[config.mk]
export PLATFORM = sky130hd
export DESIGN_NAME = crspl_ram
export DESIGN_NICKNAME = d
export VERILOG_FILES = /design/src/rtl/crspl_ram.sv
export SDC_FILE = /design/constraint.sdc
export NUM_CORES = 1
export LEC_CHECK = 0
export BUFFER_PORTS_ARGS = -buffer_cell sky130_fd_sc_hd__clkbuf_2
export CAP_MARGIN = 20
export CORE_MARGIN = 5
export CORE_UTILIZATION = 45
export DETAILED_ROUTE_END_ITERATION = 10
export SLEW_MARGIN = 20
export SYNTH_ARGS = -nofsm -noshare
export SYNTH_HDL_FRONTEND = slang
export SYNTH_SLANG_ARGS = --single-unit
[constraint.sdc]
create_clock -name clk_i -period 13.3 [get_ports clk_i]
set_input_delay 2.66 -clock clk_i [delete_from_list [all_inputs] [get_ports clk_i]]
set_output_delay 2.66 -clock clk_i [all_outputs]
set_load 0.01 [all_outputs]
[src/rtl/crspl_ram.sv]
// Generic single-write, single-read RAM with registered read data.
// No dependencies; one instance per copy of the control point store.
`default_nettype none

module crspl_ram #(
  parameter int WIDTH = 64,
  parameter int DEPTH = 16
) (
  input  wire logic                     clk_i,
  input  wire logic                     we_i,
  input  wire logic [$clog2(DEPTH)-1:0] waddr_i,
  input  wire logic [WIDTH-1:0]         wdata_i,
  input  wire logic                     re_i,
  input  wire logic [$clog2(DEPTH)-1:0] raddr_i,
  output logic      [WIDTH-1:0]         rdata_o
);

  logic [WIDTH-1:0] mem_q [DEPTH];

  // write port
  always_ff @(posedge clk_i) begin
    if (we_i) begin
      mem_q[waddr_i] <= wdata_i;
    end
  end

  // registered read port
  always_ff @(posedge clk_i) begin
    if (re_i) begin
      rdata_o <= mem_q[raddr_i];
    end
  end

endmodule

`default_nettype wire
==> flow_summary_export.csv <==
group,metric,value,unit
synth,synthXorXnorAreaFrac,0,%
synth,synth_top_area_cell,"edfxtp_1",
cts,holdBufCountCts,0,
floorplanning,die_h,309.0,microns
worst_setup_path,rr_startpoint,"mem_q[8][15]$_DFFE_PP_",
timing,min_period,5628,ps
placement,hpwl,42810,microns
cells_and_area,nets,1923,
detailed_routing,totalWireLength,89630,microns
worst_setup_path,r2r-end,"rdata_o[15]$_DFFE_PP_",
timing,worst_pin_slew,1184,ps
cts,clock_latency,650,ps
worst_hold_path,hold-path-endpoint,"rdata_o[49]$_DFFE_PP_",
grt,antenna_found_initial,10,
synth,netlist.area_leader.share,81.23,%
floorplanning,dieWidth,309.0,microns
floorplanning,ioPinCount,139,
cts,cts_sinks,1088,
cts,htreeDepth,3,
detailed_routing,drtIter0Drc,1818,
worst_hold_path,hold_depth,3,
timing,max_freq,0.1777,GHz
timing,maxSlewViolCount,0,
worst_setup_path,required,13690,ps
detailed_routing,drcViolationCount,0,
detailed_routing,wire_per_inst,28.91,microns
pwr,power.density,156.2,nW/um^2
cells_and_area,fin_cells,3100,
worst_setup_path,critical_path_peak_fanout,75,
synth,synth_cells,1647,
synth,synth_nets,1722,
placement,dp_slack,6850,ps
timing,relSlewSlack,21.07,%
timing,tns,0,ps
cells_and_area,fill_cells,6715,
synth,ys_seq_area_share,81.23,%
worst_setup_path,regToRegSetupSlack,11740,ps
detailed_routing,ant_nets,0,
cells_and_area,drive_gt1_share,31.09,%
pwr,ir_drop,0.09687,mV
worst_setup_path,worstSetupEndpointType,"flip-flop",
worst_setup_path,cpPeakStageDelay,870,ps
floorplanning,core,88510,sq um
cts,cts_tree,"yes",
cells_and_area,regArea,32670,sq um
worst_hold_path,hp-start,"mem_q[15][49]$_DFFE_PP_",
floorplanning,fp.dieArea,95460,sq um
synth,synthSimpleGateAreaFrac,0.9270,%
grt,grt_usage,18.81,%
run,maxCapViolCount,0,
synth,synth_area_leaders,"edfxtp_1, mux4_2, a22oi_1",
cts,clk_pin_slew_worst_paths,60,ps
placement,portBuffers,138,
cts,cts_setup_buffers,0,
grt,grt_pass1_wl,131100,microns
worst_setup_path,slowest_stage,"buf_4",
worst_setup_path,cp_cell_sequence,"buf_8, buf_4, buf_4, mux4_2, a22oi_1, nand2_1",
worst_setup_path,cp.arrival,6010,ps
grt,grt-ovfl-total,0,
synth,synth_warnings,0,
synth,syn_area_per_cell,24.42,sq um
synth,ys_ff_latch,1088,
cells_and_area,multi_input_area,7234,sq um
worst_setup_path,crit_type,"primary input to flip-flop",
timing,skew,24.45,ps
worst_setup_path,ff2ff_path_depth,3,
synth,syn_area,40220,sq um
cts,root_buffer,"clkbuf_16",
worst_hold_path,min_path_type,"flip-flop to flip-flop",
worst_setup_path,cp_common_cell,"buf_4",
timing,hold_violations,0,
pwr,p_leak,14.56,nW
cts,cts_made_buffers,106,
synth,synth-adder-area-share,0,%
cts,cts_buffer_depth,3,
timing,period_share,42.31,%
worst_setup_path,start_kind,"primary input",
detailed_routing,first_pass_iters,7,
synth,synth_top_family_by_area,"multiplexers",
timing,rsz0062_at_grt,"no",
cts,cts.repair.resized,0,
timing,finalSetupViolations,0,
synth,synthDistinctLibCells,17,
detailed_routing,vias,17990,
grt,first_global_vias,19310,
placement,placed_cells,2905,
floorplanning,start_util,45.44,%
floorplanning,fp-row-count,109,
synth,synth.area.mux_share,14.33,%
synth,synth_compound_area_share,2.389,%
detailed_routing,vias_per_cell,5.805,
placement,place.gp.congestion,0.6889,
grt,grt_max_degree,157,
cells_and_area,syn_to_final_growth,13.95,%
run_status,status,"completed",
timing,setup_ws,7672,ps
==> worst max path at each step <==
stage          cells after the start        from                    end
4_1_cts                            6  raddr_i[0]  rdata_o[39]$_DFFE_PP_
2_1_floorplan                      2  waddr_i[2]  mem_q[0][0]$_DFFE_PP_
6_report                           6  raddr_i[0]  rdata_o[46]$_DFFE_PP_
3_3_place_gp                       6  raddr_i[0]   rdata_o[1]$_DFFE_PP_
5_1_grt                            6  raddr_i[0]  rdata_o[41]$_DFFE_PP_
3_5_place_dp                       6  raddr_i[0]  rdata_o[39]$_DFFE_PP_
==> synth_stat cells <==
library cell and instances:
buf_4 6, mux4_2 256, nor3_1 4, buf_1 16
nor2b_1 2, buf_6 13, nand2_1 65, nand2b_1 2
clkbuf_1 36, nand3_1 1, nand3b_1 2, nor2_1 13
or3b_2 1, and2_1 1, a22oi_1 128, edfxtp_1 1088
buf_2 13
==> registers in the layout (all words and copies together), names as in the netlist <==
register and cells:
mem_q 1024, rdata_o 64
==> critical path, delay by kind of cell <==
| kind | cells | cell delay, ps |
|---|---|---|
| multiplexers | 1 | 610 |
| buffers and inverters | 3 | 2330 |
| AND/OR/NAND/NOR | 1 | 80 |
| AO/OA/AOI/OAI | 1 | 220 |
==> layout make-up <==
class | count | area share, %
clock inverter | 65 | 1.223
sequential | 1088 | 71.28
multi-input combinational | 475 | 15.78
antenna | 2 | 0.01092
tap | 1165 | 3.180
clock buffer | 128 | 6.292
timing repair buffer | 177 | 2.230
==> report_power, final <==
| part | total (W) | internal, W | switching [W] |
|---|---|---|---|
| combinational | 0.000325 | 0.000128 | 0.000197 |
| clock | 0.00295 | 0.00173 | 0.00122 |
| sequential | 0.00389 | 0.00386 | 0.0000229 |
==> routing by layer <==
layer / vias up / GRT usage (%) / part of all wire (%)
met3: 136 / 3.944 / 6.8
met4: 16 / 4.164 / 1.8
met5: - / 0 / 0.13
li1: 7536 / - / -
met1: 9732 / 26.59 / 42
met2: 574 / 30.85 / 49
==> cells by family (layout without fill, tap and decap cells) <==
family | count (synthesis) | after routing
buffers and inverters | 84 | 370
AO/OA/AOI/OAI | 128 | 128
AND/OR/NAND/NOR | 91 | 91
flip-flops | 1088 | 1088
multiplexers | 256 | 256
other | 0 | 2
==> cell usage in the layout (no fill, tap or decap), drive strengths merged <==
cell type  count
bufinv        10
diode          2
clkinv        49
and2           1
edfxtp      1088
nor2b          2
buf           42
nand2         65
or3b           1
nor2          13
nor3           4
nand3b         2
mux4         256
inv            1
nand2b         2
a22oi        128
clkinvlp       5
nand3          1
clkbuf       263
==> metrics by stage <==
step                area (sq um)  total power [W]  util [%]  hold WS, ps
CTS                        45830         0.007229     51.77        745.2
finish                     45840         0.007161     51.78        743.4
floorplan                  40220         0.004146         -        710.3
global route               45830         0.007403     51.78        766.4
global placement           42380         0.004282     47.88        723.9
detailed placement         42380         0.004293     47.88        730.5
Note: power is estimated with default switching activity, not from simulation.
